<file path="config.mk">
export PLATFORM = sky130hd
export DESIGN_NAME = primitive_assembler
export DESIGN_NICKNAME = d
export VERILOG_FILES = /design/src/rtl/pa_pkg.sv /design/src/rtl/primitive_assembler.sv /design/src/rtl/pa_ram.sv /design/src/rtl/pa_ctrl.sv /design/src/rtl/pa_dp.sv
export SDC_FILE = /design/constraint.sdc
export NUM_CORES = 2
export LEC_CHECK = 0
export ABC_AREA = 1
export CAP_MARGIN = 20
export CELL_PAD_IN_SITES_DETAIL_PLACEMENT = 1
export CELL_PAD_IN_SITES_GLOBAL_PLACEMENT = 1
export CORE_ASPECT_RATIO = 2
export CORE_UTILIZATION = 51
export DETAILED_ROUTE_END_ITERATION = 8
export DONT_BUFFER_PORTS = 1
export PLACE_DENSITY_LB_ADDON = 0.1
export SYNTH_ARGS = -nofsm -noshare
export SYNTH_HDL_FRONTEND = slang
export SYNTH_SLANG_ARGS = --single-unit
export TNS_END_PERCENT = 100
</file>
<file path="constraint.sdc">
create_clock -name i_clk -period 9.3 [get_ports i_clk]
set_input_delay 0.465 -clock i_clk [delete_from_list [all_inputs] [get_ports i_clk]]
set_output_delay 0.465 -clock i_clk [all_outputs]
set_load 0.005 [all_outputs]
</file>
<file path="src/rtl/pa_pkg.sv">
`timescale 1ns / 1ps
package pa_pkg;

    // Slot store geometry
    localparam int SLOT_DEPTH = 64;
    localparam int SLOT_AW    = 6;
    localparam int FILL_W     = 7;
    localparam int FIELD_HW   = 16;

    // Event kinds
    localparam logic [1:0] FN_BEGIN  = 2'd0;
    localparam logic [1:0] FN_VERTEX = 2'd1;
    localparam logic [1:0] FN_END    = 2'd2;

    // Primitive types, standard GL order
    localparam logic [3:0] PT_POINTS     = 4'd0;
    localparam logic [3:0] PT_LINES      = 4'd1;
    localparam logic [3:0] PT_LINE_LOOP  = 4'd2;
    localparam logic [3:0] PT_LINE_STRIP = 4'd3;
    localparam logic [3:0] PT_TRIS       = 4'd4;
    localparam logic [3:0] PT_TRI_STRIP  = 4'd5;
    localparam logic [3:0] PT_TRI_FAN    = 4'd6;
    localparam logic [3:0] PT_QUADS      = 4'd7;
    localparam logic [3:0] PT_QUAD_STRIP = 4'd8;
    localparam logic [3:0] PT_POLYGON    = 4'd9;

    // Result kinds
    localparam logic [1:0] PK_NONE  = 2'd0;
    localparam logic [1:0] PK_POINT = 2'd1;
    localparam logic [1:0] PK_LINE  = 2'd2;
    localparam logic [1:0] PK_TRI   = 2'd3;

    // Error codes
    localparam logic [1:0] ERR_OK       = 2'd0;
    localparam logic [1:0] ERR_SEQUENCE = 2'd1;
    localparam logic [1:0] ERR_OVERFLOW = 2'd2;

    typedef struct packed {
        logic [1:0]          func;
        logic [3:0]          prim_type;
        logic [FIELD_HW-1:0] vertex_handle;
        logic                edge_in;
    } t_in;

    typedef struct packed {
        logic [1:0]          prim_kind;
        logic [FIELD_HW-1:0] handle_a;
        logic [FIELD_HW-1:0] handle_b;
        logic [FIELD_HW-1:0] handle_c;
        logic                edge_a;
        logic                edge_b;
        logic                edge_c;
        logic [1:0]          error;
        logic                last;
    } t_out;

    typedef enum logic [1:0] {
        ST_IDLE,
        ST_SECOND,
        ST_POLY_PRIME,
        ST_POLY_RUN
    } t_state;

    // Controller to datapath
    typedef struct packed {
        logic take_in;
        logic emit_second;
        logic poly_prime;
        logic poly_step;
    } t_dp_ctrl;

    // Datapath to controller
    typedef struct packed {
        logic out_free;
        logic two_results;
        logic poly_end;
        logic walk_last;
    } t_dp_status;

endpackage

</file>
<file path="src/rtl/primitive_assembler.sv">
`timescale 1ns / 1ps
// Channel   Valid        Ready        Payload
// input     i_in_valid   o_in_ready   i_in_data  (pa_pkg::t_in)
// output    o_out_valid  i_out_ready  o_out_data (pa_pkg::t_out)
//
// One event per cycle while the output register drains and no second result or
// polygon walk is pending; an event's result is registered on its transaction.
// Quads and quad strip emit two triangles, the second from a pending register.
// A polygon end walks the slot RAM through its single read port: a priming read,
// then one triangle per cycle while the output drains, fill-2 triangles in all.
// Synchronous active-low reset clears the control state; slots need no clear.
// A stalled output register holds the block: no input is taken until it drains.
module primitive_assembler #(
    parameter int MAX_POLY_VERTICES = 64,
    parameter int HANDLE_BITS       = 16
) (
    input  logic         i_clk,
    input  logic         i_rst_n,
    input  logic         i_in_valid,
    output logic         o_in_ready,
    input  pa_pkg::t_in  i_in_data,
    output logic         o_out_valid,
    input  logic         i_out_ready,
    output pa_pkg::t_out o_out_data
);
    import pa_pkg::*;

    t_dp_ctrl   ctrl;
    t_dp_status stat;

    pa_ctrl u_ctrl (
        .i_clk      (i_clk),
        .i_rst_n    (i_rst_n),
        .i_in_valid (i_in_valid),
        .i_stat     (stat),
        .o_ctrl     (ctrl),
        .o_in_ready (o_in_ready)
    );

    pa_dp #(
        .MAX_POLY_VERTICES (MAX_POLY_VERTICES),
        .HANDLE_BITS       (HANDLE_BITS)
    ) u_dp (
        .i_clk       (i_clk),
        .i_rst_n     (i_rst_n),
        .i_in        (i_in_data),
        .i_out_ready (i_out_ready),
        .i_ctrl      (ctrl),
        .o_stat      (stat),
        .o_out_valid (o_out_valid),
        .o_out       (o_out_data)
    );
endmodule

</file>
<file path="src/rtl/pa_ram.sv">
`timescale 1ns / 1ps
module pa_ram #(
    parameter int WIDTH = 17,
    parameter int DEPTH = 64
) (
    input  logic                     i_clk,
    input  logic                     i_we,
    input  logic [$clog2(DEPTH)-1:0] i_waddr,
    input  logic [WIDTH-1:0]         i_wdata,
    input  logic [$clog2(DEPTH)-1:0] i_raddr,
    output logic [WIDTH-1:0]         o_rdata
);
    logic [WIDTH-1:0] r_mem [DEPTH];
    logic [WIDTH-1:0] r_rdata;

    // Write port and registered read port
    always_ff @(posedge i_clk) begin
        if (i_we) begin
            r_mem[i_waddr] <= i_wdata;
        end
        r_rdata <= r_mem[i_raddr];
    end

    assign o_rdata = r_rdata;
endmodule

</file>
<file path="src/rtl/pa_ctrl.sv">
`timescale 1ns / 1ps
module pa_ctrl (
    input  logic                i_clk,
    input  logic                i_rst_n,
    input  logic                i_in_valid,
    input  pa_pkg::t_dp_status  i_stat,
    output pa_pkg::t_dp_ctrl    o_ctrl,
    output logic                o_in_ready
);
    import pa_pkg::*;

    t_state r_state;
    t_state n_state;
    logic   in_ready;

    assign in_ready   = (r_state == ST_IDLE) && i_stat.out_free;
    assign o_in_ready = in_ready;

    // Next state
    always_comb begin
        n_state = r_state;
        unique case (r_state)
            ST_IDLE: begin
                if (i_in_valid && in_ready) begin
                    if (i_stat.two_results) begin
                        n_state = ST_SECOND;
                    end else if (i_stat.poly_end) begin
                        n_state = ST_POLY_PRIME;
                    end
                end
            end
            ST_SECOND: begin
                if (i_stat.out_free) begin
                    n_state = ST_IDLE;
                end
            end
            ST_POLY_PRIME: begin
                n_state = ST_POLY_RUN;
            end
            ST_POLY_RUN: begin
                if (i_stat.out_free && i_stat.walk_last) begin
                    n_state = ST_IDLE;
                end
            end
            default: n_state = ST_IDLE;
        endcase
    end

    // Commands
    always_comb begin
        o_ctrl = '0;
        unique case (r_state)
            ST_IDLE:       o_ctrl.take_in     = i_in_valid && in_ready;
            ST_SECOND:     o_ctrl.emit_second = i_stat.out_free;
            ST_POLY_PRIME: o_ctrl.poly_prime  = 1'b1;
            ST_POLY_RUN:   o_ctrl.poly_step   = i_stat.out_free;
            default:       o_ctrl = '0;
        endcase
    end

    always_ff @(posedge i_clk) begin
        if (!i_rst_n) begin
            r_state <= ST_IDLE;
        end else begin
            r_state <= n_state;
        end
    end
endmodule

</file>
<file path="src/rtl/pa_dp.sv">
`timescale 1ns / 1ps
module pa_dp #(
    parameter int MAX_POLY_VERTICES = 64,
    parameter int HANDLE_BITS       = 16
) (
    input  logic               i_clk,
    input  logic               i_rst_n,
    input  pa_pkg::t_in        i_in,
    input  logic               i_out_ready,
    input  pa_pkg::t_dp_ctrl   i_ctrl,
    output pa_pkg::t_dp_status o_stat,
    output logic               o_out_valid,
    output pa_pkg::t_out       o_out
);
    import pa_pkg::*;

    localparam int HW = (HANDLE_BITS < FIELD_HW) ? HANDLE_BITS : FIELD_HW;
    localparam logic [FILL_W-1:0] MAX_FILL = FILL_W'(MAX_POLY_VERTICES);

    // Primitive state
    logic              r_inside, n_inside;
    logic [3:0]        r_type, n_type;
    logic [FILL_W-1:0] r_fill, n_fill;
    logic [1:0]        r_cnt, n_cnt;
    logic              r_par, n_par;
    logic [HW-1:0]     r_sh [4];
    logic [HW-1:0]     n_sh [4];
    logic [3:0]        r_se, n_se;

    // Output and walk registers
    logic               r_ovalid, n_ovalid;
    t_out               r_out, n_out;
    t_out               r_pend, n_pend;
    logic [HW:0]        r_hi, n_hi;
    logic [SLOT_AW-1:0] r_ptr, n_ptr;

    // Decode results
    logic          has1, two, walk, we;
    t_out          res1, res2;
    logic [HW-1:0] s_sh [4];
    logic [3:0]    s_se;
    logic [HW-1:0] v_h;
    logic [1:0]    fidx, cnt_nx;
    logic          three_nx, out_free;

    logic [SLOT_AW-1:0] raddr;
    logic [HW:0]        rdata;

    function automatic t_out mk(input logic [1:0] kind,
                                input logic [HW-1:0] ha, input logic [HW-1:0] hb,
                                input logic [HW-1:0] hc, input logic ea,
                                input logic eb, input logic ec,
                                input logic [1:0] err, input logic lst);
        t_out r;
        r.prim_kind = kind;
        r.handle_a  = FIELD_HW'(ha);
        r.handle_b  = FIELD_HW'(hb);
        r.handle_c  = FIELD_HW'(hc);
        r.edge_a    = ea;
        r.edge_b    = eb;
        r.edge_c    = ec;
        r.error     = err;
        r.last      = lst;
        return r;
    endfunction

    assign out_free = !r_ovalid || i_out_ready;
    assign v_h      = i_in.vertex_handle[HW-1:0];
    assign fidx     = r_fill[1:0];
    assign cnt_nx   = (r_cnt == 2'd3) ? 2'd3 : r_cnt + 2'd1;
    assign three_nx = (cnt_nx == 2'd3);

    // Slot view after storing the incoming vertex
    always_comb begin
        s_sh = r_sh;
        s_se = r_se;
        s_sh[fidx] = v_h;
        s_se[fidx] = i_in.edge_in;
    end

    // Decode one event against the primitive state
    always_comb begin
        n_inside = r_inside;
        n_type   = r_type;
        n_fill   = r_fill;
        n_cnt    = r_cnt;
        n_par    = r_par;
        n_sh     = r_sh;
        n_se     = r_se;
        has1     = 1'b0;
        two      = 1'b0;
        walk     = 1'b0;
        we       = 1'b0;
        res1     = mk(PK_NONE, '0, '0, '0, 1'b0, 1'b0, 1'b0, ERR_SEQUENCE, 1'b1);
        res2     = mk(PK_NONE, '0, '0, '0, 1'b0, 1'b0, 1'b0, ERR_OK, 1'b1);
        unique case (i_in.func)
            FN_BEGIN: begin
                if (r_inside) begin
                    has1 = 1'b1;
                end else begin
                    n_inside = 1'b1;
                    n_type   = i_in.prim_type;
                    n_fill   = '0;
                    n_cnt    = '0;
                    n_par    = 1'b0;
                end
            end
            FN_VERTEX: begin
                if (!r_inside) begin
                    has1 = 1'b1;
                end else begin
                    n_cnt = cnt_nx;
                    n_par = ~r_par;
                    unique case (r_type)
                        PT_POINTS: begin
                            n_sh = s_sh;
                            n_se = s_se;
                            n_fill = '0;
                            has1 = 1'b1;
                            res1 = mk(PK_POINT, v_h, '0, '0, i_in.edge_in, 1'b0, 1'b0,
                                      ERR_OK, 1'b1);
                        end
                        PT_LINES: begin
                            n_sh = s_sh;
                            n_se = s_se;
                            if (r_fill == FILL_W'(1)) begin
                                has1 = 1'b1;
                                res1 = mk(PK_LINE, s_sh[0], s_sh[1], '0, s_se[0], s_se[1],
                                          1'b0, ERR_OK, 1'b1);
                                n_fill = '0;
                            end else begin
                                n_fill = r_fill + FILL_W'(1);
                            end
                        end
                        PT_LINE_LOOP, PT_LINE_STRIP: begin
                            n_sh = s_sh;
                            n_se = s_se;
                            if (r_fill == '0) begin
                                // keep the first vertex for the closing line
                                n_sh[2] = s_sh[0];
                                n_se[2] = s_se[0];
                                n_fill  = FILL_W'(1);
                            end else begin
                                has1 = 1'b1;
                                res1 = mk(PK_LINE, s_sh[0], s_sh[1], '0, s_se[0], s_se[1],
                                          1'b0, ERR_OK, 1'b1);
                                n_sh[0] = s_sh[1];
                                n_se[0] = s_se[1];
                                n_fill  = FILL_W'(1);
                            end
                        end
                        PT_TRIS: begin
                            n_sh = s_sh;
                            n_se = s_se;
                            if (r_fill == FILL_W'(2)) begin
                                has1 = 1'b1;
                                res1 = mk(PK_TRI, s_sh[0], s_sh[1], s_sh[2], s_se[0],
                                          s_se[1], s_se[2], ERR_OK, 1'b1);
                                n_fill = '0;
                            end else begin
                                n_fill = r_fill + FILL_W'(1);
                            end
                        end
                        PT_TRI_STRIP: begin
                            n_sh = s_sh;
                            n_se = s_se;
                            n_fill = (r_fill == FILL_W'(2)) ? '0 : r_fill + FILL_W'(1);
                            if (three_nx) begin
                                has1 = 1'b1;
                                // odd count keeps ring order, even count reverses it
                                if (!r_par) begin
                                    res1 = mk(PK_TRI, s_sh[0], s_sh[1], s_sh[2], s_se[0],
                                              s_se[1], s_se[2], ERR_OK, 1'b1);
                                end else begin
                                    res1 = mk(PK_TRI, s_sh[2], s_sh[1], s_sh[0], s_se[2],
                                              s_se[1], s_se[0], ERR_OK, 1'b1);
                                end
                            end
                        end
                        PT_TRI_FAN: begin
                            n_sh = s_sh;
                            n_se = s_se;
                            if (r_fill == FILL_W'(2)) begin
                                has1 = 1'b1;
                                res1 = mk(PK_TRI, s_sh[0], s_sh[1], s_sh[2], s_se[0],
                                          s_se[1], s_se[2], ERR_OK, 1'b1);
                                n_sh[1] = s_sh[2];
                                n_se[1] = s_se[2];
                            end else begin
                                n_fill = r_fill + FILL_W'(1);
                            end
                        end
                        PT_QUADS: begin
                            n_sh = s_sh;
                            n_se = s_se;
                            if (r_fill == FILL_W'(3)) begin
                                has1 = 1'b1;
                                two  = 1'b1;
                                // hide the inner diagonal on both halves
                                res1 = mk(PK_TRI, s_sh[0], s_sh[1], s_sh[2], s_se[0],
                                          s_se[1], 1'b0, ERR_OK, 1'b0);
                                res2 = mk(PK_TRI, s_sh[0], s_sh[2], s_sh[3], 1'b0,
                                          s_se[2], s_se[3], ERR_OK, 1'b1);
                                n_fill = '0;
                            end else begin
                                n_fill = r_fill + FILL_W'(1);
                            end
                        end
                        PT_QUAD_STRIP: begin
                            n_sh = s_sh;
                            n_se = s_se;
                            if (r_fill == FILL_W'(3)) begin
                                has1 = 1'b1;
                                two  = 1'b1;
                                res1 = mk(PK_TRI, s_sh[0], s_sh[1], s_sh[2], s_se[0],
                                          s_se[1], s_se[2], ERR_OK, 1'b0);
                                res2 = mk(PK_TRI, s_sh[1], s_sh[3], s_sh[2], s_se[1],
                                          s_se[3], s_se[2], ERR_OK, 1'b1);
                                n_sh[0] = s_sh[2];
                                n_se[0] = s_se[2];
                                n_sh[1] = s_sh[3];
                                n_se[1] = s_se[3];
                                n_fill  = FILL_W'(2);
                            end else begin
                                n_fill = r_fill + FILL_W'(1);
                            end
                        end
                        PT_POLYGON: begin
                            if (r_fill < MAX_FILL) begin
                                we = 1'b1;
                                if (r_fill[FILL_W-1:2] == '0) begin
                                    n_sh = s_sh;
                                    n_se = s_se;
                                end
                                n_fill = r_fill + FILL_W'(1);
                            end else begin
                                // drop the vertex past capacity
                                has1 = 1'b1;
                                res1 = mk(PK_NONE, '0, '0, '0, 1'b0, 1'b0, 1'b0,
                                          ERR_OVERFLOW, 1'b1);
                            end
                        end
                        default: begin
                            // unknown type: count only
                        end
                    endcase
                end
            end
            FN_END: begin
                if (!r_inside) begin
                    has1 = 1'b1;
                end else begin
                    n_inside = 1'b0;
                    if (r_type == PT_LINE_LOOP) begin
                        if (r_cnt == 2'd3) begin
                            has1 = 1'b1;
                            res1 = mk(PK_LINE, r_sh[0], r_sh[2], '0, r_se[0], r_se[2],
                                      1'b0, ERR_OK, 1'b1);
                        end
                    end else if (r_type == PT_POLYGON) begin
                        walk = (r_fill >= FILL_W'(3));
                    end
                end
            end
            default: begin
                has1 = 1'b1;
            end
        endcase
    end

    assign o_stat.out_free    = out_free;
    assign o_stat.two_results = two;
    assign o_stat.poly_end    = walk;
    assign o_stat.walk_last   = (r_ptr == SLOT_AW'(1));

    // Polygon walk read address: top slot at end, then hold or step down
    always_comb begin
        if (i_ctrl.poly_prime) begin
            raddr = r_ptr;
        end else if (i_ctrl.poly_step) begin
            raddr = r_ptr - SLOT_AW'(1);
        end else if (r_ovalid && !i_out_ready && !i_ctrl.take_in) begin
            raddr = r_ptr;
        end else begin
            raddr = r_fill[SLOT_AW-1:0] - SLOT_AW'(1);
        end
    end

    pa_ram #(
        .WIDTH (HW + 1),
        .DEPTH (SLOT_DEPTH)
    ) u_slots (
        .i_clk   (i_clk),
        .i_we    (i_ctrl.take_in && we),
        .i_waddr (r_fill[SLOT_AW-1:0]),
        .i_wdata ({i_in.edge_in, v_h}),
        .i_raddr (raddr),
        .o_rdata (rdata)
    );

    // Output register, pending second result and walk registers
    always_comb begin
        n_ovalid = r_ovalid && !i_out_ready;
        n_out    = r_out;
        n_pend   = r_pend;
        n_hi     = r_hi;
        n_ptr    = r_ptr;
        priority if (i_ctrl.take_in) begin
            if (has1) begin
                n_ovalid = 1'b1;
                n_out    = res1;
            end
            n_pend = res2;
            n_ptr  = r_fill[SLOT_AW-1:0] - SLOT_AW'(2);
        end else if (i_ctrl.emit_second) begin
            n_ovalid = 1'b1;
            n_out    = r_pend;
        end else if (i_ctrl.poly_prime) begin
            n_hi = rdata;
        end else if (i_ctrl.poly_step) begin
            n_ovalid = 1'b1;
            n_out    = mk(PK_TRI, r_hi[HW-1:0], r_sh[0], rdata[HW-1:0], r_hi[HW],
                          r_se[0], rdata[HW], ERR_OK, r_ptr == SLOT_AW'(1));
            n_hi     = rdata;
            n_ptr    = r_ptr - SLOT_AW'(1);
        end
    end

    // Control registers
    always_ff @(posedge i_clk) begin
        if (!i_rst_n) begin
            r_inside <= 1'b0;
            r_type   <= '0;
            r_fill   <= '0;
            r_cnt    <= '0;
            r_par    <= 1'b0;
            r_ovalid <= 1'b0;
        end else begin
            if (i_ctrl.take_in) begin
                r_inside <= n_inside;
                r_type   <= n_type;
                r_fill   <= n_fill;
                r_cnt    <= n_cnt;
                r_par    <= n_par;
            end
            r_ovalid <= n_ovalid;
        end
    end

    // Payload registers
    always_ff @(posedge i_clk) begin
        if (i_ctrl.take_in) begin
            r_sh <= n_sh;
            r_se <= n_se;
        end
        r_out  <= n_out;
        r_pend <= n_pend;
        r_hi   <= n_hi;
        r_ptr  <= n_ptr;
    end

    assign o_out_valid = r_ovalid;
    assign o_out       = r_out;
endmodule

</file>
==> flow_summary.ini <==
[critical_path]
cpMaxStageDelayCell = buf_4
cp-startpoint = u_ctrl.r_state[1]
endpoint_kind = flip-flop
max_stage_delay_ns = 0.93
cp.arrival_ns = 6.35
crit_top_cell = nand3_1
cp_cell_sequence = nand2_1, nand2_2, nand2_4, nand2_8, buf_4, buf_4, nand2_1, nand3_1, nand3_1, nand3_1, nand3_1, nand3_1, nand2_1
crit_type = flip-flop to flip-flop
critPathLaunchType = flip-flop
reg2reg_from = u_ctrl.r_state[1]
critPathRequiredTime_ns = 9.95
path_max_fanout = 93

[die]
core_mm2 = 0.115
die_x_um = 243
die_area_mm2 = 0.118
rows = 176
die_h_um = 484
ios = 85
start_util_pct = 51.5

[synth]
yosys_register_bits = 1305
syn_nets = 5653
synth_cell_type_count = 48
avgSynthCellArea_um2 = 10.6
synthCells = 5610
synth_edf_count = 1270
yosysSeqAreaShare_pct = 65.5
synth_top_area_share_pct = 64.3
synth_top_area_cell = edfxtp_1
syn_area_mm2 = 0.0593
ys_async_sr_fraction_pct = 0
ys.flop_type = edfxtp_1
synth_warnings = 0
synthTopCellsByArea = edfxtp_1 (64%), nand3_1 (9.7%), nand2_1 (6.6%)

[grt]
antenna_found_initial = 14
gr-total-overflow = 0
use_met1_pct = 37.3
gr-usage-met3_pct = 6.55
grt_pass1_vias = 46600
grt_max_degree = 213
grt.busiest_layer = met2
grtUsageMet2_pct = 63.8
grt_first_pass_wirelength_um = 309000
grt_usage_pct = 36.3

[timing]
slew_viol_final = 0
hold_ws_ns = 0.0803
rsz0062_at_grt = no
finalCriticalPeriod_ns = 5.71
setup_violations = 0
fin_skew_ns = 0.0237
clock.fmax_ghz = 0.175
fin_crit_sh_pct = 61.4
hold_violations = 0
finalSetupTns_ns = 0
tightest_slew_ns = 1.41
relSlewSlack_pct = 5.83

[clock_tree]
cts_num_sinks = 1305
worst_skew_pair.late_latency_ns = 0.76
numCtsBuffers = 116
htree_levels = 3
cts_tree = done
holdBufCountCts = 33
postCtsSetupRepairBufs = 0
path_clk_slew_ns = 0.07
cts_resized = 0
clock_path_buffers = 3
root_buffer = clkbuf_16

[placement]
portBuffers = 0
place.gp.congestion = 0.917
dpl_cell_area_mm2 = 0.0607
hpwl_um = 123000
post-place-cells = 6895

[power]
ir_drop_mv = 0.162
power_density_mw_per_mm2 = 190
p_leak_nw = 25.0

[routing]
dr.pass1.iters = 5
wl_per_cell_um = 29.7
drt-total-wl_um = 213000
viasPerCell = 6.08
vias = 43500
drc = 0
ant_nets = 0
drtIter0Drc = 3063

[layout]
fin_cells = 7156
stdcell_area_mm2 = 0.0651
fillCellCount = 12200
drive_above_1_share_pct = 6.59
final_nets = 5577
syn_to_final_growth_pct = 9.83

[hold_path]
worst_hold_startpoint = i_out_ready
hold_class = input port to flip-flop

[outcome]
status = completed

[run]
cap_violations = 0
## area by class of cell
cell class                 instances  area (um2)  area share (%)
clock buffer                     159        3230            4.96
sequential                      1305       38800            59.6
timing repair buffer             159        1660            2.54
multi-input combinational       3097       15800            24.2
clock inverter                    59         499           0.767
antenna                            9        22.5          0.0346
inverter                         855        3210            4.93
tap                             1513        1890            2.91
## flip-flops by register name, indices dropped and copies added, names as in the netlist
signal                count
u_ctrl.r_state            2
u_dp.r_fill               7
u_dp.r_sh                48
u_dp.r_cnt                2
u_dp.r_inside             1
u_dp.o_out               56
u_dp.r_pend              52
u_dp.r_se                 3
u_dp.r_ptr                6
u_dp.r_par                1
u_dp.r_type               4
u_dp.u_slots.r_mem     1088
u_dp.u_slots.o_rdata     17
u_dp.o_out_valid          1
u_dp.r_hi                17
## worst paths after layout
path / endpoint / slack (ns) / cells past startpoint
worst max register to register: u_dp.u_slots.o_rdata[9] / 3.59 / 13
worst min register to register: u_dp.r_fill[6] / 0.52 / 2
worst max-delay path: u_dp.u_slots.o_rdata[9] / 3.59 / 13
worst min-delay path: u_dp.o_out_valid / 0.08 / 3
## cells by family (layout without fill, tap and decap cells)
group	count (synthesis)	after routing	synth area share, %
mux	1	1	0.0169
fa+ha+maj	16	16	0.338
buf+inv	1208	1232	8.16
flops	1305	1305	65.5
compound gates	349	349	3.71
other cells	0	9	0
simple gates	2717	2717	22.1
xor+xnor	14	14	0.207
## routing by layer
layer	wire (um)	part of all wire, %	vias to the layer above
met5	13	0.0061	-
met4	19500	9.2	2
met3	13200	6.2	663
met2	110000	52	1667
li1	-	-	19100
met1	70100	33	22100
## cell usage in the layout (no fill, tap or decap), drive strengths merged, types with 9 or more instances in the layout
cell	instances
a21oi	76
a221oi	18
a22oi	37
buf	143
clkbuf	159
clkinv	49
dfxtp	35
diode	9
dlygate4sd3	16
edfxtp	1270
ha	16
inv	853
nand2	1047
nand3	1153
nand3b	341
nor2	134
nor3	18
nor4	17
o2111ai	16
o21ai	121
o221ai	17
o22ai	35
o32ai	16
xor2	13
## Yosys cell counts, types with 4 or more instances
cell type and number:
edfxtp_1 1270, nand3_1 1152, nand2_1 1040, inv_1 838, nand3b_1 340, buf_2 194, nor2_1 125, clkbuf_1 121
o21ai_0 107, a21oi_1 75, a22oi_1 35, dfxtp_1 35, o22ai_1 35, buf_1 21, a221oi_1 18, nor3_1 18
buf_4 17, o221ai_1 17, ha_1 16, nor4_1 16, o2111ai_1 16, o32ai_1 16, inv_2 13, xor2_1 13
o21ai_1 12, nand2_2 7, nand4_1 6, nor2_2 6, clkinv_1 4
## through the flow
stage | utilization, % | total power [mW] | setup slack [ns]
after global placement | 52.7 | 7.49 | 3.80
after CTS | 56.5 | 12.4 | 3.67
final | 56.5 | 12.4 | 3.59
after global routing | 56.5 | 12.7 | 3.29
after detailed placement | 52.7 | 7.50 | 3.71
after floorplan | - | 7.16 | 2.87
## worst max-delay path: cells and delay by family, from the launching register on
family | cells | cell delay, ns
buf+inv | 2 | 1.68
flops | 1 | 0.44
simple gates | 11 | 3.29
## power by group
| group | internal [mW] | total [mW] | switching, mW |
|---|---|---|---|
| logic | 0.221 | 0.946 | 0.725 |
| registers | 6.52 | 6.59 | 0.0712 |
| clock network | 2.62 | 4.85 | 2.23 |
Power figures use the tool's default switching activity.
